[src/crlba_pkg.sv]
// ----------------------------------------------------------------------------
// crlba_pkg
// Shared types and constants of the card result LED and buzzer annunciator.
// ----------------------------------------------------------------------------
package crlba_pkg;

	localparam int CntW     = 8;
	localparam int StatW    = 3;
	localparam int StepW    = 6;
	localparam int CfgIdxW  = 8;
	localparam int CfgDataW = 8;

	// Configuration register indexes.
	localparam logic [CfgIdxW-1:0] REG_OK_BEEP_TICKS       = 8'd0;
	localparam logic [CfgIdxW-1:0] REG_OK_LED_TICKS        = 8'd1;
	localparam logic [CfgIdxW-1:0] REG_BAD_BEEP_STEP_TICKS = 8'd2;
	localparam logic [CfgIdxW-1:0] REG_BAD_LED_TICKS       = 8'd3;

	// Reset values of the configuration registers.
	localparam logic [CntW-1:0]  OK_BEEP_TICKS_RST       = 8'd10;
	localparam logic [CntW-1:0]  OK_LED_TICKS_RST        = 8'd50;
	localparam logic [StepW-1:0] BAD_BEEP_STEP_TICKS_RST = 6'd10;
	localparam logic [CntW-1:0]  BAD_LED_TICKS_RST       = 8'd50;

	// Largest step that keeps five steps inside the counter.
	localparam logic [StepW-1:0] STEP_MAX = 6'd51;
	localparam logic [StepW-1:0] STEP_MIN = 6'd1;

	// Item kinds.
	localparam logic MODE_TICK   = 1'b0;
	localparam logic MODE_STATUS = 1'b1;

	// Poll status codes.
	localparam logic [StatW-1:0] ST_OK      = 3'd0;
	localparam logic [StatW-1:0] ST_RECEIVE = 3'd4;
	localparam logic [StatW-1:0] ST_WRONG   = 3'd5;

	typedef struct packed {
		logic [CntW-1:0]  ok_beep_ticks;
		logic [CntW-1:0]  ok_led_ticks;
		logic [StepW-1:0] bad_beep_step_ticks;
		logic [CntW-1:0]  bad_led_ticks;
	} cfg_t;

	typedef struct packed {
		logic ok_led;
		logic bad_led;
		logic buzzer_on;
	} drive_t;

	typedef struct packed {
		logic [StatW-1:0] last_status;
		logic             ok_beep_active;
		logic             ok_led_active;
		logic             bad_beep_active;
		logic             bad_led_active;
		logic [CntW-1:0]  ok_beep_count;
		logic [CntW-1:0]  ok_led_count;
		logic [CntW-1:0]  bad_beep_count;
		logic [CntW-1:0]  bad_led_count;
		drive_t           drive;
	} state_t;

endpackage

[src/crlba_if.sv]
// ----------------------------------------------------------------------------
// crlba channel interfaces
// Valid/ready channels for items, results and configuration writes.
// ----------------------------------------------------------------------------
interface crlba_item_if;
	logic                         valid;
	logic                         ready;
	logic                         mode;
	logic [crlba_pkg::StatW-1:0]  status;

	modport source (output valid, mode, status, input ready);
	modport sink (input valid, mode, status, output ready);
endinterface

interface crlba_result_if;
	logic valid;
	logic ready;
	logic ok_led;
	logic bad_led;
	logic buzzer_on;

	modport source (output valid, ok_led, bad_led, buzzer_on, input ready);
	modport sink (input valid, ok_led, bad_led, buzzer_on, output ready);
endinterface

interface crlba_cfg_if;
	logic                           valid;
	logic                           ready;
	logic [crlba_pkg::CfgIdxW-1:0]  index;
	logic [crlba_pkg::CfgDataW-1:0] data;

	modport source (output valid, index, data, input ready);
	modport sink (input valid, index, data, output ready);
endinterface

[src/crlba_update.sv]
// ----------------------------------------------------------------------------
// crlba_update
// Next-state logic for one tick or one status report.
// ----------------------------------------------------------------------------
module crlba_update (
	input  crlba_pkg::cfg_t                 cfg,
	input  crlba_pkg::state_t               cur,
	input  logic                            mode,
	input  logic [crlba_pkg::StatW-1:0]     status,
	output crlba_pkg::state_t               nxt
);

	logic [crlba_pkg::StepW-1:0] step;
	logic [crlba_pkg::CntW-1:0]  step1;
	logic [crlba_pkg::CntW-1:0]  step2;
	logic [crlba_pkg::CntW-1:0]  step3;
	logic [crlba_pkg::CntW-1:0]  step4;
	logic [crlba_pkg::CntW-1:0]  step5;
	logic                        prev_rx_or_wrong;
	logic                        prev_rx_or_ok;

	// Clamp the step so that five steps stay within the 8-bit counter.
	always_comb begin
		if (cfg.bad_beep_step_ticks == '0) begin
			step = crlba_pkg::STEP_MIN;
		end else if (cfg.bad_beep_step_ticks > crlba_pkg::STEP_MAX) begin
			step = crlba_pkg::STEP_MAX;
		end else begin
			step = cfg.bad_beep_step_ticks;
		end
	end

	assign step1 = {2'b00, step};
	assign step2 = {1'b0, step, 1'b0};
	assign step3 = step1 + step2;
	assign step4 = {step, 2'b00};
	assign step5 = step4 + step1;

	assign prev_rx_or_wrong = (cur.last_status == crlba_pkg::ST_RECEIVE) ||
	                          (cur.last_status == crlba_pkg::ST_WRONG);
	assign prev_rx_or_ok    = (cur.last_status == crlba_pkg::ST_RECEIVE) ||
	                          (cur.last_status == crlba_pkg::ST_OK);

	always_comb begin
		nxt = cur;
		if (mode == crlba_pkg::MODE_TICK) begin
			if (cur.ok_beep_active) begin
				nxt.ok_beep_count = cur.ok_beep_count + 8'd1;
				if (nxt.ok_beep_count == cfg.ok_beep_ticks) begin
					nxt.ok_beep_count   = '0;
					nxt.ok_beep_active  = 1'b0;
					nxt.drive.buzzer_on = 1'b0;
				end
			end
			if (cur.ok_led_active) begin
				nxt.ok_led_count = cur.ok_led_count + 8'd1;
				if (nxt.ok_led_count == cfg.ok_led_ticks) begin
					nxt.ok_led_count  = '0;
					nxt.ok_led_active = 1'b0;
					nxt.drive.ok_led  = 1'b0;
				end
			end
			if (cur.bad_beep_active) begin
				nxt.bad_beep_count = cur.bad_beep_count + 8'd1;
				// Most counts hit no step boundary and leave the buzzer as it is.
				if (nxt.bad_beep_count == step1) begin
					nxt.drive.buzzer_on = 1'b0;
				end else if (nxt.bad_beep_count == step2) begin
					nxt.drive.buzzer_on = 1'b1;
				end else if (nxt.bad_beep_count == step3) begin
					nxt.drive.buzzer_on = 1'b0;
				end else if (nxt.bad_beep_count == step4) begin
					nxt.drive.buzzer_on = 1'b1;
				end else if (nxt.bad_beep_count == step5) begin
					nxt.bad_beep_active = 1'b0;
					nxt.drive.buzzer_on = 1'b0;
				end
			end
			if (cur.bad_led_active) begin
				nxt.bad_led_count = cur.bad_led_count + 8'd1;
				if (nxt.bad_led_count == cfg.bad_led_ticks) begin
					nxt.bad_led_count  = '0;
					nxt.bad_led_active = 1'b0;
					nxt.drive.bad_led  = 1'b0;
				end
			end
		end else begin
			if (status == crlba_pkg::ST_OK && prev_rx_or_wrong) begin
				nxt.bad_led_active  = 1'b0;
				nxt.bad_beep_active = 1'b0;
				nxt.ok_led_active   = 1'b1;
				nxt.ok_beep_active  = 1'b1;
				nxt.drive           = '{ok_led: 1'b1, bad_led: 1'b0, buzzer_on: 1'b1};
				nxt.ok_beep_count   = '0;
				nxt.ok_led_count    = '0;
				nxt.bad_beep_count  = '0;
				nxt.bad_led_count   = '0;
			end else if (status == crlba_pkg::ST_WRONG && prev_rx_or_ok) begin
				nxt.ok_led_active   = 1'b0;
				nxt.ok_beep_active  = 1'b0;
				nxt.bad_led_active  = 1'b1;
				nxt.bad_beep_active = 1'b1;
				nxt.drive           = '{ok_led: 1'b0, bad_led: 1'b1, buzzer_on: 1'b1};
				nxt.ok_beep_count   = '0;
				nxt.ok_led_count    = '0;
				nxt.bad_beep_count  = '0;
				nxt.bad_led_count   = '0;
			end
			nxt.last_status = status;
		end
	end

endmodule

[src/card_result_led_buzzer_annunciator_core.sv]
// ----------------------------------------------------------------------------
// card_result_led_buzzer_annunciator_core
// Drives the OK LED, the wrong-card LED and the buzzer from ticks and status.
// ----------------------------------------------------------------------------
// Result: registered, and shown in the cycle after its item is accepted.
// Throughput: one item per cycle; the drive register doubles as the result
// register, so a new item is taken whenever the result slot is empty or drains.
// Reset: all indications off, counters zero, configuration at its defaults.
// Configuration writes are taken in every cycle.
module card_result_led_buzzer_annunciator_core (
	input  logic                   clk,
	input  logic                   arst_n,
	crlba_item_if.sink             item,
	crlba_result_if.source         result,
	crlba_cfg_if.sink              cfg
);

	crlba_pkg::cfg_t   cfg_q;
	crlba_pkg::state_t state_q;
	crlba_pkg::state_t state_nxt;
	logic              out_valid_q;
	logic              item_fire;

	assign cfg.ready  = 1'b1;
	assign item.ready = !out_valid_q || result.ready;
	assign item_fire  = item.valid && item.ready;

	always_ff @(posedge clk or negedge arst_n) begin
		if (!arst_n) begin
			cfg_q.ok_beep_ticks       <= crlba_pkg::OK_BEEP_TICKS_RST;
			cfg_q.ok_led_ticks        <= crlba_pkg::OK_LED_TICKS_RST;
			cfg_q.bad_beep_step_ticks <= crlba_pkg::BAD_BEEP_STEP_TICKS_RST;
			cfg_q.bad_led_ticks       <= crlba_pkg::BAD_LED_TICKS_RST;
		end else if (cfg.valid) begin
			unique case (cfg.index)
				crlba_pkg::REG_OK_BEEP_TICKS: cfg_q.ok_beep_ticks <= cfg.data;
				crlba_pkg::REG_OK_LED_TICKS: cfg_q.ok_led_ticks <= cfg.data;
				crlba_pkg::REG_BAD_BEEP_STEP_TICKS:
					cfg_q.bad_beep_step_ticks <= cfg.data[crlba_pkg::StepW-1:0];
				crlba_pkg::REG_BAD_LED_TICKS: cfg_q.bad_led_ticks <= cfg.data;
				default: ;
			endcase
		end
	end

	crlba_update u_update (
		.cfg    (cfg_q),
		.cur    (state_q),
		.mode   (item.mode),
		.status (item.status),
		.nxt    (state_nxt)
	);

	always_ff @(posedge clk or negedge arst_n) begin
		if (!arst_n) begin
			state_q     <= '0;
			out_valid_q <= 1'b0;
		end else begin
			if (item_fire) begin
				state_q <= state_nxt;
			end
			if (item_fire) begin
				out_valid_q <= 1'b1;
			end else if (result.ready) begin
				out_valid_q <= 1'b0;
			end
		end
	end

	assign result.valid     = out_valid_q;
	assign result.ok_led    = state_q.drive.ok_led;
	assign result.bad_led   = state_q.drive.bad_led;
	assign result.buzzer_on = state_q.drive.buzzer_on;

endmodule

[src/flat_wrapper.sv]
// flat-port wrapper written by rule: the top's interface ports become plain ports
module card_result_led_buzzer_annunciator_core_flat 
  (clk, arst_n, item_valid, item_mode, item_status, item_ready, result_valid, result_ok_led, result_bad_led, result_buzzer_on, result_ready, cfg_valid, cfg_index, cfg_data, cfg_ready);
  crlba_item_if item_i ();
  crlba_result_if result_i ();
  crlba_cfg_if cfg_i ();
  input  logic clk;
  input  logic arst_n;
  input wire logic [$bits(item_i.valid)-1:0] item_valid;
  input wire logic [$bits(item_i.mode)-1:0] item_mode;
  input wire logic [$bits(item_i.status)-1:0] item_status;
  output wire logic [$bits(item_i.ready)-1:0] item_ready;
  output wire logic [$bits(result_i.valid)-1:0] result_valid;
  output wire logic [$bits(result_i.ok_led)-1:0] result_ok_led;
  output wire logic [$bits(result_i.bad_led)-1:0] result_bad_led;
  output wire logic [$bits(result_i.buzzer_on)-1:0] result_buzzer_on;
  input wire logic [$bits(result_i.ready)-1:0] result_ready;
  input wire logic [$bits(cfg_i.valid)-1:0] cfg_valid;
  input wire logic [$bits(cfg_i.index)-1:0] cfg_index;
  input wire logic [$bits(cfg_i.data)-1:0] cfg_data;
  output wire logic [$bits(cfg_i.ready)-1:0] cfg_ready;
  assign item_i.valid = item_valid;
  assign item_i.mode = item_mode;
  assign item_i.status = item_status;
  assign item_ready = item_i.ready;
  assign result_valid = result_i.valid;
  assign result_ok_led = result_i.ok_led;
  assign result_bad_led = result_i.bad_led;
  assign result_buzzer_on = result_i.buzzer_on;
  assign result_i.ready = result_ready;
  assign cfg_i.valid = cfg_valid;
  assign cfg_i.index = cfg_index;
  assign cfg_i.data = cfg_data;
  assign cfg_ready = cfg_i.ready;
  card_result_led_buzzer_annunciator_core u_core (.clk(clk), .arst_n(arst_n), .item(item_i), .result(result_i), .cfg(cfg_i));
endmodule
[config.mk]
export PLATFORM = sky130hd
export DESIGN_NAME = card_result_led_buzzer_annunciator_core_flat
export DESIGN_NICKNAME = d
export VERILOG_FILES = /design/src/crlba_pkg.sv /design/src/crlba_if.sv /design/src/crlba_update.sv /design/src/card_result_led_buzzer_annunciator_core.sv /design/src/flat_wrapper.sv
export SDC_FILE = /design/constraint.sdc
export NUM_CORES = 1
export LEC_CHECK = 0
export BUFFER_PORTS_ARGS = -buffer_cell sky130_fd_sc_hd__buf_2
export CAP_MARGIN = 5
export CORE_ASPECT_RATIO = 0.5
export CORE_UTILIZATION = 55
export CTS_BUF_LIST = sky130_fd_sc_hd__clkbuf_8
export DETAILED_ROUTE_END_ITERATION = 6
export PLACE_DENSITY_LB_ADDON = 0.05
export SLEW_MARGIN = 5
export SYNTH_ARGS = -nofsm -noshare
export SYNTH_HDL_FRONTEND = slang
export SYNTH_SLANG_ARGS = --single-unit
[constraint.sdc]
create_clock -name clk -period 5.2 [get_ports clk]
set_input_delay 1.3 -clock clk [delete_from_list [all_inputs] [get_ports clk]]
set_output_delay 1.3 -clock clk [all_outputs]
set_load 0.05 [all_outputs]
==> summary.md <==
Power spread over the standard cell area amounts to 312 nW/um^2. In the synthesized netlist the dominant register cell turns out to be sky130_fd_sc_hd__dfrtp_1. Summed over all cells, the static leakage comes to 2.42 nW. The first global-routing pass estimated 17500 microns of wire. The period utilization is 65.5%, and the cell area after technology mapping is 4920 sq um. Relative to the synthesized area, the layout overhead comes to 8.34%.

The worst hold path belongs to the class flip-flop to flip-flop. Utilization of the core after routing: 64.1%. The H-tree was split into 3 levels. Leaving out fill and tap cells, the most frequent cell in the layout is sky130_fd_sc_hd__dfrtp_1.

The total area inside the core boundary comes to 8320 sq um. Across the run, the number of max-cap violations was 0. The tools report the area of the die as 9350 sq um.

For the maximum clock path buffer count, the log shows 2. For the pin with the worst max-slew slack, the measured transition is 921 ps. Row generation in the floorplan step produced 23 rows. The number of nets in the synthesized netlist is 535. The sum of buffers and inverters on the critical path is 1, and the routed via count divided by cell count is 5.76. The cell chosen for the clock root is sky130_fd_sc_hd__clkbuf_8. Measured in cells, the most critical reg-to-reg path has a length of 12. The fraction of final layout cells sized beyond drive strength 1 came out at 21.8%. The tools report the initial core utilization as 59.1%. The largest individual stage delay along the critical path comes from the cell sky130_fd_sc_hd__dfrtp_1. For this run, the total global-route usage over all layers was measured as 25.2%. TritonCTS built the clock tree. Number of nets in the final layout: 559. The critical path goes through o211a_1, nor2_1, inv_1, ha_1, fa_1, nand3_1, nand2_1, nor4b_1, a311oi_1, nand4_1, nor3_1, o41ai_2.

The run gives 7800 microns as the estimated wirelength of the detail-placed design. After synthesis the netlist holds a flip-flop and latch count of 73. Setup violations remaining at the end of the flow were counted as 0.

Number of enable-type register cells in the synthesized netlist: 0. The count of final hold-check violations was 0. After clock tree synthesis, the clock-pin slew on the worst setup and hold paths is 80 ps.

Port buffer count: 29. The logs give 0 for the number of buffers added for setup after CTS and 3660 ps for the critical path arrival. Wires add up to 10700 microns. The flow ran to the end, and the final reports show no timing, DRC or antenna violations.

For the post-synthesis sequential area ratio, the log shows 37.4%. The run gives 3376 as the number of global-route vias before repair. The critical path is of the flip-flop to flip-flop type.

Global routing finished with a remaining overflow of 0. The number of design-rule violations left by the first detailed-router iteration was 186. Grouping stages by cell kind, the critical path spends the most delay in simple AND/OR/NAND/NOR gates.

The number of distinct library cells after synthesis is 79, and the total power is 1.67 mW. After detailed routing, the number of remaining DRC violations is 0. At the later pin of the worst-skew pair, clock insertion delay measures 360 ps. Highest fanout seen on the critical path: 12. Setup repair after global routing left no endpoint under its margin.

The congestion estimate from routability-driven global placement came to 0.866. For this run, the slowest stage of the critical path takes 530 ps. After routing, the total negative slack on setup checks comes to 0 ps. 31 I/O pins were placed. Required arrival time at the worst endpoint: 5450 ps.

Total clock buffers created by CTS: 9. In the final routed layout, each cell accounts on average for 16.8 microns. Ranked by total cell area, the synthesized netlist is headed by sky130_fd_sc_hd__dfrtp_1, sky130_fd_sc_hd__mux2_2, sky130_fd_sc_hd__xnor2_1. The fraction of post-synthesis cell area in the top cell type by area is 32.1%, and the fraction of registers with async set or reset after synthesis is 100%.

Counting instances, the worst hold path has a depth of 2. Measured along the y axis, the die boundary spans 68.9 microns. For this design, the sink count on the clock tree is 73.

The critical path runs through a total of 12 cells. Entering global routing, the biggest net connects 74 pins. The maximum clock frequency is 294 MHz. The synthesized design spends more area on one cell type than any other, namely sky130_fd_sc_hd__dfrtp_1.

The startpoint type of the worst setup path is a flip-flop. Width of the chip: 136 microns. Clock period minus final worst setup slack: 3410 ps.

The number of antenna diodes in the final layout is 0. Leaving out fill and tap cells, the most frequent cells in the layout are sky130_fd_sc_hd__dfrtp_1, sky130_fd_sc_hd__nand2_1, sky130_fd_sc_hd__o21ai_0, sky130_fd_sc_hd__xnor2_1, sky130_fd_sc_hd__mux2_2. The number of gates resized after cts was 0; the max-slew violation total from the final report was 0. The worst clock skew on the final layout is 17.2 ps. The routed layout has 3657 vias. Hold repair after CTS inserted 0 buffers. The pre-antenna-repair detailed-routing pass consisted of 4 iterations. Yosys printed 0 warnings. Counting every instance in the synthesized netlist gives 494.

The worst slew slack as a fraction of its limit is 38.6%. In this run the mean area of a mapped cell was 9.96 sq um. The number of antenna violations at the first check in global routing was 0; the worst ir drop on vdd was 157 uV. For the number of nets with antenna violations after detailed routing, the log shows 0. STA classifies the critical path endpoint as a flip-flop.
[cells in the mapped netlist (7+ instances only)]
| master | instances |
|---|---|
| sky130_fd_sc_hd__a21o_1 | 10 |
| sky130_fd_sc_hd__a21oi_1 | 12 |
| sky130_fd_sc_hd__and3_1 | 7 |
| sky130_fd_sc_hd__dfrtp_1 | 63 |
| sky130_fd_sc_hd__dfstp_2 | 10 |
| sky130_fd_sc_hd__ha_1 | 14 |
| sky130_fd_sc_hd__inv_1 | 21 |
| sky130_fd_sc_hd__mux2_2 | 35 |
| sky130_fd_sc_hd__nand2_1 | 42 |
| sky130_fd_sc_hd__nand3_1 | 19 |
| sky130_fd_sc_hd__nand4_1 | 7 |
| sky130_fd_sc_hd__nor2_1 | 24 |
| sky130_fd_sc_hd__nor3_1 | 10 |
| sky130_fd_sc_hd__o21ai_0 | 40 |
| sky130_fd_sc_hd__xnor2_1 | 40 |
| sky130_fd_sc_hd__xor2_1 | 25 |
[area by class of cell]
| class | instances | area, sq um |
|---|---|---|
| flip-flops and latches | 73 | 1840 |
| multi-input cells | 383 | 2910 |
| well taps | 112 | 140 |
| inverters | 21 | 78.8 |
| clock buffers | 12 | 165 |
| repair buffers | 30 | 155 |
| fillers | 711 | 2990 |
| clock inverters | 4 | 45.0 |
[final timing paths]
path,to,slack [ps],startpoint
worst max register to register,u_core.result.buzzer_on,1790,u_core.cfg_q[12]
worst max-delay path,u_core.result.buzzer_on,1790,u_core.cfg_q[12]
max in group asynchronous,u_core.state_q[12],3520,arst_n
min in group asynchronous,u_core.state_q[22],1080,arst_n
worst min-delay path,u_core.state_q[37],480,u_core.state_q[37]
worst min register to register,u_core.state_q[37],480,u_core.state_q[37]
[registers in the layout, indices dropped and copies added (netlist names)]
| signal | cells |
|---|---|
| u_core.result.buzzer_on | 1 |
| u_core.cfg_q | 30 |
| u_core.result.ok_led | 1 |
| u_core.result.valid | 1 |
| u_core.result.bad_led | 1 |
| u_core.state_q | 39 |
[layer usage]
metal	vias to the layer above	global-route usage, %	share of wire (%)
li1	1809	-	-
met1	1781	35.2	51
met2	61	39.3	45
met3	6	5.56	3.4
met4	0	7.72	0.69
met5	-	0	0
[power breakdown]
| group | internal [mW] | switching [mW] | total, mW | leakage [nW] |
|---|---|---|---|---|
| Combinational | 0.207 | 0.276 | 0.483 | 1.36 |
| Clock | 0.258 | 0.212 | 0.470 | 0.111 |
| Sequential | 0.629 | 0.0832 | 0.712 | 0.950 |
[kinds of logic after synthesis]
family | count (synthesis) | synth area share [%]
compound gates | 106 | 14.7
mux | 36 | 8.22
fa+ha+maj | 16 | 4.38
flops | 73 | 37.4
other cells | 1 | 0.0762
buf+inv | 38 | 3.54
simple gates | 156 | 18.6
xor+xnor | 68 | 13.1
[worst register-to-register path: cells and delay by family, from the launching register on]
| kind | cells | cell delay, ps |
|---|---|---|
| simple gates | 6 | 1210 |
| compound gates | 3 | 680 |
| fa+ha+maj | 2 | 660 |
| flops | 1 | 530 |
| buf+inv | 1 | 210 |
[through the flow]
step / std cells / setup slack (ps) / cell area, sq um / hold WS [ps]
3_5_place_dp: 619 / 1660 / 5120 / 464
3_3_place_gp: 619 / 1740 / 5120 / 469
5_1_grt: 635 / 1480 / 5330 / 504
6_report: 635 / 1790 / 5330 / 482
2_1_floorplan: 494 / 2050 / 4920 / 446
4_1_cts: 635 / 1780 / 5330 / 480
Note: power is estimated with default switching activity, not from simulation.
